$ cat config.mk
export PLATFORM = sky130hd
export DESIGN_NAME = life_cellular_automaton_core
export DESIGN_NICKNAME = d
export VERILOG_FILES = /design/src/design/lca_pkg.sv /design/src/design/life_cellular_automaton_core.sv /design/src/design/lca_row_rule.sv
export SDC_FILE = /design/constraint.sdc
export NUM_CORES = 2
export LEC_CHECK = 0
export BUFFER_PORTS_ARGS = -buffer_cell sky130_fd_sc_hd__buf_2
export CORE_MARGIN = 5
export CORE_UTILIZATION = 50
export CTS_CLUSTER_DIAMETER = 60
export DETAILED_ROUTE_END_ITERATION = 12
export PLACE_DENSITY = 0.66
export SYNTH_ARGS = -nofsm -noshare
export SYNTH_HDL_FRONTEND = slang
export SYNTH_SLANG_ARGS = --single-unit
$ cat constraint.sdc
create_clock -name i_clk -period 13.75 [get_ports i_clk]
set_clock_uncertainty 0.2 [all_clocks]
set_input_delay 2.75 -clock i_clk [delete_from_list [all_inputs] [get_ports i_clk]]
set_output_delay 2.75 -clock i_clk [all_outputs]
set_load 0.05 [all_outputs]
$ cat src/design/lca_pkg.sv
// Shared types and constants for the Game of Life core.
`timescale 1ns / 1ps
`default_nettype none

package lca_pkg;

    localparam int DEF_ROWS = 32;
    localparam int DEF_COLS = 64;

    localparam int CMD_W = 2;
    localparam int ROW_W = 5;
    localparam int COL_W = 6;

    // Neighbor counts of the B3/S23 rule.
    localparam int SURVIVE_CNT = 2;
    localparam int BIRTH_CNT   = 3;

    localparam logic [CMD_W-1:0] CMD_TOGGLE = 2'd0;
    localparam logic [CMD_W-1:0] CMD_STEP   = 2'd1;
    localparam logic [CMD_W-1:0] CMD_READ   = 2'd2;

    typedef struct packed {
        logic [CMD_W-1:0] cmd;
        logic [ROW_W-1:0] row;
        logic [COL_W-1:0] col;
    } t_req;

    typedef struct packed {
        logic cell_state;
        logic any_alive;
        logic rejected;
    } t_rsp;

    typedef enum logic [1:0] {
        ST_IDLE,
        ST_RMW,
        ST_SWEEP,
        ST_DONE
    } t_state;

endpackage

`default_nettype wire

$ cat src/design/life_cellular_automaton_core.sv
// Game of Life core: ROWS x COLS grid in a row memory with toggle, read and step commands.
//
// Requests enter on i_in_valid / o_in_ready with payload i_req (cmd, row, col).
// Each request yields exactly one response on o_out_valid / i_out_ready with
// payload o_rsp (cell_state, any_alive, rejected).
// The grid is held one row per memory word; the memory has a registered read.
// Toggle and read: the row is read in the accept cycle; an interior toggle
// modifies it and writes it back while the response is loaded, which waits
// until the output register is free. Other toggles are rejected.
// A step sweeps the memory one row per cycle, keeping a window of three rows
// and writing each new row behind the read pointer; its response is loaded
// once the last row is written and the output register is free.
// A new request is accepted once the previous one has loaded its response,
// so the next request can be accepted while that response is still waiting.
// If the receiver stalls, the block holds its result until the output
// register is free and accepts nothing meanwhile.
// Reset clears the per-row valid flags and the live-row count, so the whole
// grid reads as dead immediately; no clearing pass is needed.
`timescale 1ns / 1ps
`default_nettype none

module life_cellular_automaton_core #(
    parameter int ROWS = lca_pkg::DEF_ROWS,
    parameter int COLS = lca_pkg::DEF_COLS
) (
    input  wire logic          i_clk,
    input  wire logic          i_rst_n,
    input  wire logic          i_in_valid,
    output logic               o_in_ready,
    input  wire lca_pkg::t_req i_req,
    output logic               o_out_valid,
    input  wire logic          i_out_ready,
    output lca_pkg::t_rsp      o_rsp
);
    import lca_pkg::*;

    localparam int RW = $clog2(ROWS);
    localparam int CW = $clog2(ROWS + 1);

    // Row memory and one valid flag per row.
    logic [COLS-1:0] r_mem [ROWS];
    logic [ROWS-1:0] r_vld;

    t_state          r_state, n_state;
    t_req            r_req;
    logic            r_in_range;
    logic [RW-1:0]   r_ptr, n_ptr;
    logic            r_issue, n_issue;
    logic            r_rd_vld;
    logic [RW-1:0]   r_rd_row;
    logic [COLS-1:0] r_rd_data;
    logic            r_rd_ok;
    logic [COLS-1:0] r_above, r_mid;
    logic [CW-1:0]   r_acc, n_acc;
    logic [CW-1:0]   r_alive_cnt, n_alive_cnt;
    logic            r_out_vld;
    t_rsp            r_rsp, n_rsp;

    logic            rd_en;
    logic [RW-1:0]   rd_addr;
    logic            wr_en;
    logic [RW-1:0]   wr_addr;
    logic [COLS-1:0] wr_data;
    logic            out_load;
    logic            out_free;
    logic            accept;
    logic            req_in_range;
    logic [COLS-1:0] rd_row_data;
    logic [COLS-1:0] col_hot;
    logic [COLS-1:0] toggled;
    logic [COLS-1:0] step_row;
    logic            interior;

    assign accept       = i_in_valid && o_in_ready;
    assign o_in_ready   = (r_state == ST_IDLE);
    assign out_free     = !r_out_vld || i_out_ready;
    assign req_in_range = int'(i_req.row) < ROWS;
    assign rd_row_data  = r_rd_ok ? r_rd_data : '0;
    assign toggled      = rd_row_data ^ col_hot;
    assign interior     = (int'(r_req.row) >= 1) && (int'(r_req.row) < ROWS - 1)
                       && (int'(r_req.col) >= 1) && (int'(r_req.col) < COLS - 1);

    always_comb begin
        for (int c = 0; c < COLS; c++) begin
            col_hot[c] = (int'(r_req.col) == c);
        end
    end

    lca_row_rule #(
        .COLS (COLS)
    ) u_rule (
        .i_above (r_above),
        .i_mid   (r_mid),
        .i_below (rd_row_data),
        .o_next  (step_row)
    );

    always_comb begin
        n_state     = r_state;
        n_ptr       = r_ptr;
        n_issue     = r_issue;
        n_acc       = r_acc;
        n_alive_cnt = r_alive_cnt;
        n_rsp       = '0;
        rd_en       = 1'b0;
        rd_addr     = '0;
        wr_en       = 1'b0;
        wr_addr     = '0;
        wr_data     = '0;
        out_load    = 1'b0;

        case (r_state)
            ST_IDLE: begin
                if (accept) begin
                    if (i_req.cmd == CMD_STEP) begin
                        rd_en   = 1'b1;
                        rd_addr = '0;
                        n_ptr   = RW'(1);
                        n_issue = 1'b1;
                        n_acc   = '0;
                        n_state = ST_SWEEP;
                    end else begin
                        rd_en   = req_in_range;
                        rd_addr = RW'(i_req.row);
                        n_state = ST_RMW;
                    end
                end
            end

            ST_RMW: begin
                if (out_free) begin
                    out_load = 1'b1;
                    n_state  = ST_IDLE;
                    if (r_req.cmd == CMD_TOGGLE) begin
                        if (interior) begin
                            wr_en       = 1'b1;
                            wr_addr     = RW'(r_req.row);
                            wr_data     = toggled;
                            n_alive_cnt = r_alive_cnt + CW'(|toggled) - CW'(|rd_row_data);
                            n_rsp.cell_state = |(toggled & col_hot);
                        end else begin
                            n_rsp.rejected = 1'b1;
                        end
                    end else if (r_req.cmd == CMD_READ) begin
                        n_rsp.cell_state = r_in_range && |(rd_row_data & col_hot);
                    end
                    n_rsp.any_alive = (n_alive_cnt != '0);
                end
            end

            ST_SWEEP: begin
                if (r_issue) begin
                    rd_en   = 1'b1;
                    rd_addr = r_ptr;
                    n_ptr   = RW'(r_ptr + 1'b1);
                    if (r_ptr == RW'(ROWS - 1)) begin
                        n_issue = 1'b0;
                    end
                end
                // Row k arriving, for k of 2 or more, completes the window for row k-1.
                if (r_rd_vld && (r_rd_row >= RW'(2))) begin
                    wr_en   = 1'b1;
                    wr_addr = RW'(r_rd_row - 1'b1);
                    wr_data = step_row;
                    n_acc   = r_acc + CW'(|step_row);
                    if (r_rd_row == RW'(ROWS - 1)) begin
                        n_alive_cnt = n_acc;
                        n_state     = ST_DONE;
                    end
                end
            end

            ST_DONE: begin
                if (out_free) begin
                    out_load        = 1'b1;
                    n_rsp.any_alive = (r_alive_cnt != '0);
                    n_state         = ST_IDLE;
                end
            end

            default: begin
                n_state = ST_IDLE;
            end
        endcase
    end

    // Memory: one write port, one registered read port.
    always_ff @(posedge i_clk) begin
        if (wr_en) begin
            r_mem[wr_addr] <= wr_data;
        end
        if (rd_en) begin
            r_rd_data <= r_mem[rd_addr];
        end
    end

    always_ff @(posedge i_clk) begin
        if (!i_rst_n) begin
            r_state     <= ST_IDLE;
            r_vld       <= '0;
            r_issue     <= 1'b0;
            r_rd_vld    <= 1'b0;
            r_alive_cnt <= '0;
            r_out_vld   <= 1'b0;
        end else begin
            r_state     <= n_state;
            r_issue     <= n_issue;
            r_rd_vld    <= rd_en;
            r_alive_cnt <= n_alive_cnt;
            if (wr_en) begin
                r_vld[wr_addr] <= 1'b1;
            end
            if (out_load) begin
                r_out_vld <= 1'b1;
            end else if (i_out_ready) begin
                r_out_vld <= 1'b0;
            end
        end
    end

    always_ff @(posedge i_clk) begin
        r_ptr <= n_ptr;
        r_acc <= n_acc;
        if (accept) begin
            r_req      <= i_req;
            r_in_range <= req_in_range;
        end
        if (rd_en) begin
            r_rd_row <= rd_addr;
            r_rd_ok  <= r_vld[rd_addr];
        end
        if (r_state == ST_SWEEP && r_rd_vld) begin
            r_above <= r_mid;
            r_mid   <= rd_row_data;
        end
        if (out_load) begin
            r_rsp <= n_rsp;
        end
    end

    assign o_out_valid = r_out_vld;
    assign o_rsp       = r_rsp;

    // The border rows are never written, so they always read as dead.
    a_no_border_row_write: assert property (@(posedge i_clk) disable iff (!i_rst_n)
        wr_en |-> (wr_addr != '0) && (wr_addr != RW'(ROWS - 1)))
        else $error("write to a border row");

    a_no_border_col_set: assert property (@(posedge i_clk) disable iff (!i_rst_n)
        wr_en |-> !wr_data[0] && !wr_data[COLS-1])
        else $error("border column set in a written row");

    a_cnt_bound: assert property (@(posedge i_clk) disable iff (!i_rst_n)
        int'(r_alive_cnt) <= ROWS)
        else $error("live-row count exceeds the row count");

    a_accept_leaves_idle: assert property (@(posedge i_clk) disable iff (!i_rst_n)
        accept |=> (r_state != ST_IDLE))
        else $error("request accepted without starting work");

    a_load_needs_room: assert property (@(posedge i_clk) disable iff (!i_rst_n)
        out_load |-> out_free)
        else $error("response loaded over an untaken response");

endmodule

`default_nettype wire

$ cat src/design/lca_row_rule.sv
// Next-generation row from three adjacent rows under rule B3/S23.
`timescale 1ns / 1ps
`default_nettype none

module lca_row_rule #(
    parameter int COLS = lca_pkg::DEF_COLS
) (
    input  wire logic [COLS-1:0] i_above,
    input  wire logic [COLS-1:0] i_mid,
    input  wire logic [COLS-1:0] i_below,
    output logic [COLS-1:0]      o_next
);
    import lca_pkg::*;

    assign o_next[0]      = 1'b0;
    assign o_next[COLS-1] = 1'b0;

    // One independent lane per interior column; border columns stay dead.
    for (genvar c = 1; c < COLS - 1; c++) begin : g_lane
        logic [3:0] w_cnt;

        assign w_cnt = 4'(i_above[c-1]) + 4'(i_above[c]) + 4'(i_above[c+1])
                     + 4'(i_mid[c-1])                    + 4'(i_mid[c+1])
                     + 4'(i_below[c-1]) + 4'(i_below[c]) + 4'(i_below[c+1]);

        assign o_next[c] = (w_cnt == 4'(BIRTH_CNT))
                         || (i_mid[c] && (w_cnt == 4'(SURVIVE_CNT)));
    end

endmodule

`default_nettype wire
==> flow_summary.json <==
{
  "static_power_due_to_leakage_nw": 42.0,
  "syn_area_per_cell_um2": 13.4,
  "hold_path.class": "reg -> reg",
  "power.density_cell_area_nw_per_um2": 177,
  "run_status": "complete, no violations",
  "most_frequent_cells_in_the_layout": "sky130_fd_sc_hd__edfxtp_1 (2,273), sky130_fd_sc_hd__nand2_1 (1,381), sky130_fd_sc_hd__inv_1 (669), sky130_fd_sc_hd__nand3_1 (509), sky130_fd_sc_hd__ha_1 (334)",
  "first_pass_grt_wire_length_um": 474000,
  "area_growth_syn_to_layout_pct": 11.5,
  "crit_start": "i_in_valid",
  "synth_cells": 7823,
  "die_area_um2": 219000,
  "synth.lib_cells_used.distinct": 78,
  "first_global_vias": 66829,
  "coreArea_um2": 209000,
  "grt_start_max_net_pins": 156,
  "cts.path.max_buffers": 3,
  "chipWidth_um": 468,
  "cts_post_setup_buffers_inserted": 0,
  "cts_tree": "done",
  "synth-edff-count": 2273,
  "floorplan.io_pins": 22,
  "route.detailed.wl_per_inst_um": 30.5,
  "hold_start": "r_mid[63]",
  "via_per_inst": 6.37,
  "cts.hold.buffers_added": 0,
  "synth_area_um2": 105000,
  "clock_tree.htree_level_count": 4,
  "max_vdd_drop_v": 0.000136,
  "grt.overflow.total": 0,
  "unrepaired_setup_endpoints_after_global_routing": "false",
  "ys_seq_elements": 2316,
  "postSynth.topFlopCell": "sky130_fd_sc_hd__edfxtp_1",
  "place.gp.congestion": 0.992,
  "share_of_post_route_cells_with_drive_strength_above_1_pct": 9.75,
  "cts_made_buffers": 229,
  "clock_latency_ns": 0.91,
  "port_buffer_cells": 21,
  "num_rows": 168,
  "timing_worst_slew_pin_value_ns": 1.37,
  "clock_tree.root_cell": "sky130_fd_sc_hd__clkbuf_16",
  "globalRouteTotalUtil_pct": 30.0,
  "vias": 69239,
  "crit_type": "in -> reg",
  "ctsResizeCount": 0,
  "largest_cells_by_area_after_synthesis": "sky130_fd_sc_hd__edfxtp_1 (65%), sky130_fd_sc_hd__nand2_1 (4.9%), sky130_fd_sc_hd__fa_1 (4.8%)",
  "register_area_share_after_synthesis_pct": 65.9,
  "total_negative_slack_for_setup_checks_ns": 0,
  "drcViolationCount": 0,
  "yosysTopAreaCellShare_pct": 65.1,
  "detailedRoute.firstPassIterationCount": 8,
  "antenna_found_initial": 15,
  "synthDominantAreaCellType": "sky130_fd_sc_hd__edfxtp_1",
  "worstPathRequired_ns": 14.18,
  "final_common_cell": "sky130_fd_sc_hd__edfxtp_1",
  "clk_pin_slew_ns": 0.06,
  "slew_headroom_pct": 8.45,
  "hold_violations": 0,
  "clock_sinks": 2316,
  "antenna_violating_nets_post_route": 0,
  "die_h_um": 468,
  "worst_setup_path_start_kind": "primary input",
  "crit_path_max_fanout": 41,
  "end_kind": "register",
  "timing.final.max_slew_violations": 0,
  "finish.net_count": 8452,
  "timing.final.crit_period_ns": 7.29,
  "detailedPlacementHpwl_um": 192000,
  "finalWirelength_um": 332000,
  "synth_warnings": 0,
  "postSynth.asyncResetShare_pct": 0,
  "r2r-start": "r_rd_ok",
  "synth_nets": 8423,
  "maxClockFrequency_mhz": 137,
  "portion_of_the_clock_cycle_consumed_by_the_worst_path_in_the_final_layout_pct": 53.0,
  "setup_violations": 0,
  "drtIter0Drc": 9816,
  "initial_utilization_pct": 50.2,
  "design_power_total_mw": 20.7,
  "drv_cap": 0,
  "critical_path_arrival_ns": 7.72
}
==> worst paths after layout <==
kind,endpoint,slack (ns),cells past startpoint
setup / recovery,r_rd_data[25],6.46,12
hold / removal,r_above[63],0.26,0
setup reg to reg,r_alive_cnt[2],7.04,21
hold reg to reg,r_above[63],0.26,0
==> report_power, final <==
group	switching (mW)	internal, mW	leakage, nW	total, mW
clock network	2.73	3.56	3.70	6.29
logic	4.19	1.86	18.2	6.06
registers	0.302	8.04	20.1	8.34
total	7.23	13.5	42.0	20.7
==> layer usage <==
metal	part of all wire [%]	GRT usage [%]
met1	38	42.2
met2	45	45.7
met3	12	6.87
met4	4.4	12.1
met5	0.0081	0
==> synthesized netlist by cell type (56+ instances only) <==
| cell type | number |
|---|---|
| sky130_fd_sc_hd__mux2i_1 | 200 |
| sky130_fd_sc_hd__a21oi_1 | 160 |
| sky130_fd_sc_hd__and3_1 | 95 |
| sky130_fd_sc_hd__mux4_2 | 83 |
| sky130_fd_sc_hd__o21a_1 | 56 |
| sky130_fd_sc_hd__inv_1 | 669 |
| sky130_fd_sc_hd__nand2_1 | 1383 |
| sky130_fd_sc_hd__nor4_1 | 68 |
| sky130_fd_sc_hd__fa_1 | 249 |
| sky130_fd_sc_hd__a31oi_1 | 88 |
| sky130_fd_sc_hd__nor3_1 | 83 |
| sky130_fd_sc_hd__a311oi_1 | 91 |
| sky130_fd_sc_hd__ha_1 | 334 |
| sky130_fd_sc_hd__a211oi_1 | 109 |
| sky130_fd_sc_hd__nand4_1 | 85 |
| sky130_fd_sc_hd__buf_2 | 72 |
| sky130_fd_sc_hd__nand3_1 | 512 |
| sky130_fd_sc_hd__a221oi_1 | 86 |
| sky130_fd_sc_hd__clkbuf_1 | 279 |
| sky130_fd_sc_hd__nor2_1 | 255 |
| sky130_fd_sc_hd__edfxtp_1 | 2273 |
==> flip-flops by register name (all words and copies together), names as in the netlist, 3 cells and up <==
register     count
r_mem         2048
r_rd_row         5
r_req           13
r_ptr            5
r_rd_data       64
r_above         64
r_acc            6
r_mid           64
r_alive_cnt      6
r_vld           32
o_rsp            3
==> layout make-up <==
type / count / area [um2]
clock inverter: 146 / 1400
antenna: 5 / 12.5
timing repair buffer: 213 / 1680
multi-input combinational: 4418 / 32500
sequential: 2316 / 69100
clock buffer: 287 / 6150
tap: 2805 / 3510
fill: 16534 / 92200
inverter: 674 / 2550
==> critical path: stages <==
cell and delay (ns):
sky130_fd_sc_hd__buf_2 0.16, sky130_fd_sc_hd__nand2_1 0.35, sky130_fd_sc_hd__inv_4 0.29, sky130_fd_sc_hd__buf_4 0.46, sky130_fd_sc_hd__buf_4 0.58, sky130_fd_sc_hd__a31oi_1 0.29, sky130_fd_sc_hd__o221ai_4 0.84, sky130_fd_sc_hd__buf_4 0.52
sky130_fd_sc_hd__buf_4 0.65, sky130_fd_sc_hd__a221oi_1 0.16, sky130_fd_sc_hd__o32ai_1 0.39, sky130_fd_sc_hd__nor3b_1 0.09
==> cell families (layout without fill, tap and decap cells) <==
family	count (synthesis)	after routing	share of synthesized area [%]
flip-flops	2316	2316	65.9
buffers and inverters	1089	1320	4.02
multiplexers	285	285	3.71
AO/OA/AOI/OAI	961	961	6.72
XOR/XNOR	12	12	0.100
adder cells (fa/ha/maj)	583	583	8.74
other	0	5	0
AND/OR/NAND/NOR	2577	2577	10.8
==> through the flow <==
step	setup slack [ns]	cells	hold slack [ns]	instance area [um2]	utilization, %
CTS	6.80	10859	0.266	117000	55.9
detailed placement	5.83	10426	0.247	109000	52.3
global placement	5.89	10426	0.242	109000	52.3
global route	6.49	10861	0.282	117000	55.9
floorplan	4.66	7823	0.226	105000	-
finish	6.46	10864	0.265	117000	55.9
No activity file was read; power rests on OpenSTA's default activity.
